### src/rtl/core/kth_smallest_distance_tracker_core_defines.svh
// Assertion macros shared by the distance tracker RTL.
// Depends on nothing; taken in by the top level with an include.
`ifndef KTH_SMALLEST_DISTANCE_TRACKER_CORE_DEFINES_SVH
`define KTH_SMALLEST_DISTANCE_TRACKER_CORE_DEFINES_SVH

// Same-cycle implication, checked outside reset.
`define KSTD_ASSERT_NOW(label, clk, rst, ante, cons, msg) \
  label: assert property (@(posedge clk) disable iff (rst) (ante) |-> (cons)) \
    else $error(msg);

// Next-cycle implication, checked outside reset.
`define KSTD_ASSERT_NEXT(label, clk, rst, ante, cons, msg) \
  label: assert property (@(posedge clk) disable iff (rst) (ante) |=> (cons)) \
    else $error(msg);

`endif

### src/rtl/core/kstd_pkg.sv
// Shared constants, controller states and command/status words for the
// distance tracker. Depends on nothing.
package kstd_pkg;

  // Capacity of the heap store.
  localparam int MAX_KEEP = 64;
  localparam int ADDR_W   = (MAX_KEEP > 1) ? $clog2(MAX_KEEP) : 1;
  localparam int CNT_W    = $clog2(MAX_KEEP + 1);
  localparam int CH_W     = ADDR_W + 2;
  localparam int COORD_W  = 16;
  localparam int DIST_W   = 32;
  localparam int KEEP_W   = 7;

  typedef enum logic [3:0] {
    ST_IDLE,
    ST_SQR,
    ST_SUM,
    ST_DECIDE,
    ST_UP_CHK,
    ST_UP_CMP,
    ST_DN_RD_L,
    ST_DN_RD_R,
    ST_DN_CMP,
    ST_DONE
  } kstd_state_t;

  // Commands from the controller to the datapath.
  typedef struct packed {
    logic load_pt;
    logic square;
    logic sum;
    logic ins_start;
    logic up_read;
    logic up_move;
    logic place;
    logic dn_start;
    logic dn_read_l;
    logic dn_read_r;
    logic dn_move;
  } kstd_cmd_t;

  // Status from the datapath to the controller.
  typedef struct packed {
    logic held_lt_k;
    logic dist_lt_top;
    logic hole_zero;
    logic parent_lt_dist;
    logic has_left;
    logic child_gt_dist;
  } kstd_sts_t;

endpackage

### src/rtl/core/kstd_ram.sv
// Generic single-write, single-read RAM with a registered read port.
// Depends on nothing.
module kstd_ram #(
  parameter int WIDTH = 32,
  parameter int DEPTH = 64
) (
  input  logic                                      clk,
  input  logic                                      we,
  input  logic [((DEPTH > 1) ? $clog2(DEPTH) : 1)-1:0] waddr,
  input  logic [WIDTH-1:0]                          wdata,
  input  logic [((DEPTH > 1) ? $clog2(DEPTH) : 1)-1:0] raddr,
  output logic [WIDTH-1:0]                          rdata
);

  logic [WIDTH-1:0] mem [DEPTH];

  // Write port and registered read port.
  always_ff @(posedge clk) begin
    if (we) begin
      mem[waddr] <= wdata;
    end
    rdata <= mem[raddr];
  end

endmodule

### src/rtl/core/kstd_ctrl.sv
// Controller for the distance tracker: sequences squaring, heap insert
// (sift-up) and root replacement (sift-down). Depends on kstd_pkg.
module kstd_ctrl (
  input  logic              clk,
  input  logic              rst,
  input  logic              start,
  input  kstd_pkg::kstd_sts_t sts,
  output kstd_pkg::kstd_cmd_t cmd,
  output logic              busy,
  output logic              done
);

  kstd_pkg::kstd_state_t state, state_next;

  // State register.
  always_ff @(posedge clk) begin
    if (rst) begin
      state <= kstd_pkg::ST_IDLE;
    end else begin
      state <= state_next;
    end
  end

  // Next state and commands.
  always_comb begin
    state_next = state;
    cmd        = '0;
    busy       = 1'b1;
    done       = 1'b0;
    case (state)
      kstd_pkg::ST_IDLE: begin
        busy = 1'b0;
        if (start) begin
          cmd.load_pt = 1'b1;
          state_next  = kstd_pkg::ST_SQR;
        end
      end
      kstd_pkg::ST_SQR: begin
        cmd.square = 1'b1;
        state_next = kstd_pkg::ST_SUM;
      end
      kstd_pkg::ST_SUM: begin
        cmd.sum    = 1'b1;
        state_next = kstd_pkg::ST_DECIDE;
      end
      kstd_pkg::ST_DECIDE: begin
        if (sts.held_lt_k) begin
          cmd.ins_start = 1'b1;
          state_next    = kstd_pkg::ST_UP_CHK;
        end else if (sts.dist_lt_top) begin
          cmd.dn_start = 1'b1;
          state_next   = kstd_pkg::ST_DN_RD_L;
        end else begin
          state_next = kstd_pkg::ST_DONE;
        end
      end
      kstd_pkg::ST_UP_CHK: begin
        if (sts.hole_zero) begin
          cmd.place  = 1'b1;
          state_next = kstd_pkg::ST_DONE;
        end else begin
          cmd.up_read = 1'b1;
          state_next  = kstd_pkg::ST_UP_CMP;
        end
      end
      kstd_pkg::ST_UP_CMP: begin
        if (sts.parent_lt_dist) begin
          cmd.up_move = 1'b1;
          state_next  = kstd_pkg::ST_UP_CHK;
        end else begin
          cmd.place  = 1'b1;
          state_next = kstd_pkg::ST_DONE;
        end
      end
      kstd_pkg::ST_DN_RD_L: begin
        if (sts.has_left) begin
          cmd.dn_read_l = 1'b1;
          state_next    = kstd_pkg::ST_DN_RD_R;
        end else begin
          cmd.place  = 1'b1;
          state_next = kstd_pkg::ST_DONE;
        end
      end
      kstd_pkg::ST_DN_RD_R: begin
        cmd.dn_read_r = 1'b1;
        state_next    = kstd_pkg::ST_DN_CMP;
      end
      kstd_pkg::ST_DN_CMP: begin
        if (sts.child_gt_dist) begin
          cmd.dn_move = 1'b1;
          state_next  = kstd_pkg::ST_DN_RD_L;
        end else begin
          cmd.place  = 1'b1;
          state_next = kstd_pkg::ST_DONE;
        end
      end
      kstd_pkg::ST_DONE: begin
        done       = 1'b1;
        state_next = kstd_pkg::ST_IDLE;
      end
      default: begin
        state_next = kstd_pkg::ST_IDLE;
      end
    endcase
  end

endmodule

### src/rtl/core/kstd_dp.sv
// Datapath for the distance tracker: squaring, max-heap store, hole index,
// fill count and k register. Depends on kstd_pkg and kstd_ram.
module kstd_dp (
  input  logic                              clk,
  input  logic                              rst,
  input  kstd_pkg::kstd_cmd_t               cmd,
  output kstd_pkg::kstd_sts_t               sts,
  input  logic signed [kstd_pkg::COORD_W-1:0] point_x,
  input  logic signed [kstd_pkg::COORD_W-1:0] point_y,
  input  logic                              cfg_we,
  input  logic [kstd_pkg::KEEP_W-1:0]       keep_count,
  output logic [kstd_pkg::DIST_W-1:0]       kth_distance,
  output logic                              kth_valid
);

  logic signed [kstd_pkg::COORD_W-1:0] px, py;
  logic [kstd_pkg::COORD_W-1:0]        mag_x, mag_y;
  logic [kstd_pkg::DIST_W-1:0]         sq_x, sq_y, pt_dist, top, lval;
  logic [kstd_pkg::ADDR_W-1:0]         hole, parent;
  logic [kstd_pkg::CH_W-1:0]           left, right, held_w;
  logic [kstd_pkg::CNT_W-1:0]          held, keep_k;
  logic [kstd_pkg::CNT_W-1:0]          keep_sat;
  logic                                has_right, pick_right;
  logic [kstd_pkg::DIST_W-1:0]         cval;
  logic [kstd_pkg::ADDR_W-1:0]         cidx;
  logic                                we;
  logic [kstd_pkg::ADDR_W-1:0]         raddr;
  logic [kstd_pkg::DIST_W-1:0]         wdata, rdata;

  // Magnitudes of the coordinates; the most negative value maps to 2^15.
  assign mag_x = px[kstd_pkg::COORD_W-1] ? (~px + 1'b1) : px;
  assign mag_y = py[kstd_pkg::COORD_W-1] ? (~py + 1'b1) : py;

  // Effective k: zero reads as one, large values saturate at capacity.
  always_comb begin
    if (keep_count == '0) begin
      keep_sat = kstd_pkg::CNT_W'(1);
    end else if (32'(keep_count) > kstd_pkg::MAX_KEEP) begin
      keep_sat = kstd_pkg::CNT_W'(kstd_pkg::MAX_KEEP);
    end else begin
      keep_sat = kstd_pkg::CNT_W'(keep_count);
    end
  end

  // Heap neighbours of the hole.
  assign parent = (hole - 1'b1) >> 1;
  assign left   = {1'b0, hole, 1'b1};
  assign right  = {1'b0, hole, 1'b0} + kstd_pkg::CH_W'(2);
  assign held_w = kstd_pkg::CH_W'(held);

  // Larger child; the right word is on the read port in the compare cycle.
  assign has_right  = right < held_w;
  assign pick_right = has_right && (rdata > lval);
  assign cval       = pick_right ? rdata : lval;
  assign cidx       = pick_right ? right[kstd_pkg::ADDR_W-1:0] : left[kstd_pkg::ADDR_W-1:0];

  // Status towards the controller.
  always_comb begin
    sts.held_lt_k      = held < keep_k;
    sts.dist_lt_top    = pt_dist < top;
    sts.hole_zero      = hole == '0;
    sts.parent_lt_dist = rdata < pt_dist;
    sts.has_left       = left < held_w;
    sts.child_gt_dist  = cval > pt_dist;
  end

  // Heap store write and read selection.
  assign we = cmd.place | cmd.up_move | cmd.dn_move;
  always_comb begin
    if (cmd.up_move) begin
      wdata = rdata;
    end else if (cmd.dn_move) begin
      wdata = cval;
    end else begin
      wdata = pt_dist;
    end
    if (cmd.up_read) begin
      raddr = parent;
    end else if (cmd.dn_read_r) begin
      raddr = right[kstd_pkg::ADDR_W-1:0];
    end else if (cmd.dn_read_l) begin
      raddr = left[kstd_pkg::ADDR_W-1:0];
    end else begin
      raddr = '0;
    end
  end

  kstd_ram #(
    .WIDTH (kstd_pkg::DIST_W),
    .DEPTH (kstd_pkg::MAX_KEEP)
  ) u_heap (
    .clk   (clk),
    .we    (we),
    .waddr (hole),
    .wdata (wdata),
    .raddr (raddr),
    .rdata (rdata)
  );

  // Control registers: fill count and k.
  always_ff @(posedge clk) begin
    if (rst) begin
      held   <= '0;
      keep_k <= kstd_pkg::CNT_W'(1);
    end else if (cfg_we) begin
      held   <= '0;
      keep_k <= keep_sat;
    end else if (cmd.ins_start) begin
      held <= held + 1'b1;
    end
  end

  // Payload registers: point, squares, distance, hole, left child, root copy.
  always_ff @(posedge clk) begin
    if (cmd.load_pt) begin
      px <= point_x;
      py <= point_y;
    end
    if (cmd.square) begin
      sq_x <= kstd_pkg::DIST_W'(mag_x * mag_x);
      sq_y <= kstd_pkg::DIST_W'(mag_y * mag_y);
    end
    if (cmd.sum) begin
      pt_dist <= sq_x + sq_y;
    end
    if (cmd.ins_start) begin
      hole <= held[kstd_pkg::ADDR_W-1:0];
    end else if (cmd.dn_start) begin
      hole <= '0;
    end else if (cmd.up_move) begin
      hole <= parent;
    end else if (cmd.dn_move) begin
      hole <= cidx;
    end
    if (cmd.dn_read_r) begin
      lval <= rdata;
    end
    // The root is mirrored so the largest kept value is always on hand.
    if (we && (hole == '0)) begin
      top <= wdata;
    end
  end

  assign kth_distance = (held == '0) ? '0 : top;
  assign kth_valid    = held == keep_k;

endmodule

### src/rtl/core/kth_smallest_distance_tracker_core.sv
// With no heap update the result follows the squaring and the sum; an insert sifts up,
// and a replacement of the root sifts down, through the single-read-port heap store. The
// controller passes through idle between items, so the next point is taken only once
// the last one is done.
// The result is shown for one cycle with done; the receiver cannot stall.
// Synchronous reset: the kept set is emptied and k returns to one.
`include "kth_smallest_distance_tracker_core_defines.svh"

module kth_smallest_distance_tracker_core (
  input  logic                              clk,
  input  logic                              rst,
  input  logic                              start,
  output logic                              busy,
  input  logic signed [kstd_pkg::COORD_W-1:0] point_x,
  input  logic signed [kstd_pkg::COORD_W-1:0] point_y,
  output logic                              done,
  output logic [kstd_pkg::DIST_W-1:0]       kth_distance,
  output logic                              kth_valid,
  input  logic                              cfg_valid,
  output logic                              cfg_ready,
  input  logic [kstd_pkg::KEEP_W-1:0]       keep_count
);

  kstd_pkg::kstd_cmd_t cmd;
  kstd_pkg::kstd_sts_t sts;
  logic                cfg_we;

  // Configuration words are taken only between items.
  assign cfg_ready = ~busy;
  assign cfg_we    = cfg_valid & cfg_ready;

  kstd_ctrl u_ctrl (
    .clk   (clk),
    .rst   (rst),
    .start (start),
    .sts   (sts),
    .cmd   (cmd),
    .busy  (busy),
    .done  (done)
  );

  kstd_dp u_dp (
    .clk          (clk),
    .rst          (rst),
    .cmd          (cmd),
    .sts          (sts),
    .point_x      (point_x),
    .point_y      (point_y),
    .cfg_we       (cfg_we),
    .keep_count   (keep_count),
    .kth_distance (kth_distance),
    .kth_valid    (kth_valid)
  );

  // Checks on the sequencing and on the fill count.
  `KSTD_ASSERT_NEXT(a_accept_busy, clk, rst, start && !busy, busy && !done, "busy not raised")
  `KSTD_ASSERT_NEXT(a_done_idle, clk, rst, done, !busy && !done, "no idle after done")
  `KSTD_ASSERT_NEXT(a_cfg_clears, clk, rst, cfg_valid && cfg_ready, !kth_valid, "set not emptied")

endmodule

### config.mk
export PLATFORM = sky130hd
export DESIGN_NAME = kth_smallest_distance_tracker_core
export DESIGN_NICKNAME = d
export VERILOG_FILES = /design/src/rtl/core/kstd_pkg.sv /design/src/rtl/core/kstd_ram.sv /design/src/rtl/core/kstd_ctrl.sv /design/src/rtl/core/kstd_dp.sv /design/src/rtl/core/kth_smallest_distance_tracker_core.sv
export VERILOG_INCLUDE_DIRS = /design/src /design/src/rtl/core
export SDC_FILE = /design/constraint.sdc
export NUM_CORES = 2
export LEC_CHECK = 0
export ABC_AREA = 0
export BUFFER_PORTS_ARGS = -buffer_cell sky130_fd_sc_hd__buf_2
export CAP_MARGIN = 5
export CORE_UTILIZATION = 60
export CTS_CLUSTER_DIAMETER = 120
export CTS_CLUSTER_SIZE = 8
export DETAILED_ROUTE_END_ITERATION = 7
export PLACE_DENSITY = 0.76
export SLEW_MARGIN = 20
export SYNTH_ARGS = -nofsm -noshare
export SYNTH_HDL_FRONTEND = slang
export SYNTH_SLANG_ARGS = --single-unit
### constraint.sdc
create_clock -name clk -period 11.9 [get_ports clk]
set_input_delay 2.975 -clock clk [delete_from_list [all_inputs] [get_ports clk]]
set_output_delay 2.975 -clock clk [all_outputs]
set_load 0.1 [all_outputs]
==> flow_summary_export.csv <==
group,metric,value,unit
outcome,status,"finished clean",
synth,synthTopCellsByArea,"edfxtp_1, mux2i_1, fa_1",
worst_setup_path,cp_max_fo,17,
floorplan,core_region_area,179000,um2
layout,final_layout_size_suffix_gt1_frac,0.1064,
sta,drv_slew,0,
placement,port_buffers,78,
global_routing,grt_max_degree,151,
synth,synth-seq-area-share,0.6306,
placement,placed_area,112600,um2
worst_setup_path,worst_path_max_delay_cell,"fa_1",
sta,finalSetupViolCount,0,
synth,synth.yosys.warnings,0,
sta,slew_headroom,0.1142,
power,power_density,284.4,nW/um2
synth,synthArstFlopShare,0,
clock_network,cts-resized-gates,0,
clock_network,ctsHoldBuffers,0,
synth,syn_area_per_cell,13.87,um2
worst_setup_path,cp_top_family,"adder cells",
clock_network,cts_tree,"done",
layout,finalNetCount,8812,
synth,yosysUniqueCellTypes,88,
worst_setup_path,crit_required,12.56,ns
sta,period_share,0.7754,
placement,dp.final_hpwl,172.1,mm
routing,wl_per_cell,27.53,um
synth,synthCells,7821,
floorplan,dieArea,182400,um2
synth,synth_edf_count,2244,
global_routing,grt_antenna_before_repair,30,
layout,final_common_cell,"edfxtp_1",
worst_setup_path,worst_setup_path_end_kind,"flip-flop",
layout,fin_area,121500,um2
sta,rsz0062_at_grt,"false",
routing,first_pass_iters,7,
global_routing,grt_pass1_wl,425.5,mm
routing,drtIter0Drc,8967,
clock_network,clkTransAtPathRegs,0.05,ns
routing,wirelength,289.2,mm
routing,vias,66966,
run,maxCapViolations,0,
sta,min_period,9.228,ns
worst_setup_path,critical_path_buf_inv_count,7,
sta,fin_setup_tns,0,ns
clock_network,htree_levels,5,
min_path,hp-class,"flip-flop to flip-flop",
worst_setup_path,crit_path_max_incr_delay,0.54,ns
placement,place_congestion,0.9230,
sta,worst_pin_slew,1.317,ns
clock_network,insertion_delay,0.95,ns
worst_setup_path,startpoint_type,"flip-flop",
layout,mostFrequentLayoutCells,"edfxtp_1, nand2_1, mux2i_1",
clock_network,numClockSinks,2294,
layout,area_delta_synth_final,12.04,%
routing,viasPerCell,6.373,
clock_network,cts_root_buffer,"clkbuf_16",
floorplan,ios,79,
global_routing,globalRoute.totalOverflow,0,
floorplan,rows,155,
global_routing,grt_usage,0.3191,
synth,yosysTopAreaCell,"edfxtp_1",
routing,antenna_left,0,
layout,fillers,11817,
synth,synth.ff_latch_count,2294,
sta,max_clock_freq,108.4,MHz
sta,skew,0.05858,ns
floorplan,die_h,427.1,um
clock_network,cts_buffers,337,
synth,synth_ff_type,"edfxtp_1",
global_routing,grt_pass1_vias,67966,
synth,syn_area,108400,um2
routing,drc_errors,0,
synth,yosysTopAreaCellShare,0.6214,
floorplan,die_w,427.1,um
floorplan,start_util,0.6058,
clock_network,clk_path_buf_depth,4,
power,p_leak,44.88,nW
sta,hold_violations,0,
power,vdd_drop_max,651.7,uV
clock_network,post_cts_buffers,0,
worst_setup_path,critPathArrivalTime,9.89,ns
worst_setup_path,crit_type,"flip-flop to flip-flop",
per-stage QoR:
stage	util	power [mW]	cells	setup WS, ns	hold WS, ns
floorplan	-	21.88	7841	3.791	0.4431
global placement	0.6291	26.12	10084	3.020	0.4730
detailed placement	0.6291	26.51	10084	2.704	0.4804
CTS	0.6783	34.73	10483	2.680	0.4934
global route	0.6786	36.84	10498	2.051	0.5346
finish	0.6788	34.55	10507	2.672	0.4888
cell usage after synthesis, types with 65 or more instances:
cell / count
nand2_1: 1023
nand4_1: 108
a21oi_1: 108
edfxtp_1: 2244
nor2_1: 334
xnor2_1: 95
clkbuf_1: 170
ha_1: 373
fa_1: 327
a21o_1: 94
a31oi_1: 142
buf_2: 118
mux2i_1: 757
a32oi_1: 125
nand3_1: 287
inv_1: 609
o22ai_1: 65
o21ai_0: 181
power by group:
group	switching [mW]	leakage [nW]	internal, mW
registers	0.0975	20.6	10.1
clock network	3.17	4.30	5.04
logic	9.72	20.0	6.40
total	13.0	44.9	21.6
state kept, by name, summed over array words and instances, names as in the netlist:
name and flops:
u_dp.lval 32, u_ctrl.state 4, u_dp.keep_k 7, u_dp.u_heap.mem 2048
u_dp.px 16, u_dp.held 7, u_dp.u_heap.rdata 32, u_dp.top 32
u_dp.sq_x 31, u_dp.hole 6, u_dp.py 16, u_dp.pt_dist 32
u_dp.sq_y 31
layout make-up:
cell class | instances | area, um2 | share of cell area
tap | 2355 | 2947 | 0.02425
inverter | 624 | 2342 | 0.01928
timing repair buffer | 248 | 1770 | 0.01457
clock buffer | 388 | 8698 | 0.07159
sequential | 2294 | 68390 | 0.5628
antenna | 23 | 57.56 | 0.0004737
clock inverter | 11 | 113.9 | 0.0009371
multi-input combinational | 4564 | 37190 | 0.3061
worst min-delay path, delay by kind of cell (launching register included):
family             cells  cell delay [ns]
AOI/OAI and AO/OA      1             0.06
DFF                    1             0.32
and+or+nand+nor        1             0.07
kinds of logic (layout without fill, tap and decap cells):
logic type | count (synthesis) | after routing | synth area share
compound gates | 889 | 889 | 0.05568
xor+xnor | 138 | 138 | 0.01121
fa+ha+maj | 700 | 700 | 0.1034
buf+inv | 983 | 1271 | 0.03751
flops | 2294 | 2294 | 0.6306
mux | 852 | 852 | 0.08296
other cells | 2 | 45 | 0.00006925
simple gates | 1963 | 1963 | 0.07857
final timing paths:
| path | from | endpoint | slack, ns | cells after the start |
|---|---|---|---|---|
| setup reg to reg | u_dp.py[0]$_DFFE_PP_ | u_dp.sq_y[31]$_DFFE_PP_ | 2.67 | 29 |
| hold reg to reg | u_dp.keep_k[4]$_SDFFE_PP0P_ | u_dp.keep_k[4]$_SDFFE_PP0P_ | 0.49 | 2 |
| setup / recovery | u_dp.py[0]$_DFFE_PP_ | u_dp.sq_y[31]$_DFFE_PP_ | 2.67 | 29 |
| hold / removal | u_dp.keep_k[4]$_SDFFE_PP0P_ | u_dp.keep_k[4]$_SDFFE_PP0P_ | 0.49 | 2 |
routing by layer:
metal	GRT usage	routed length (um)	share of wire	vias to the layer above
met5	0	77	0.00027	-
met4	0.1604	14630	0.051	10
met3	0.07473	32220	0.11	685
met2	0.5015	135100	0.47	4016
met1	0.4184	107200	0.37	33244
li1	-	-	-	29011
No activity file was read; power rests on OpenSTA's default activity.
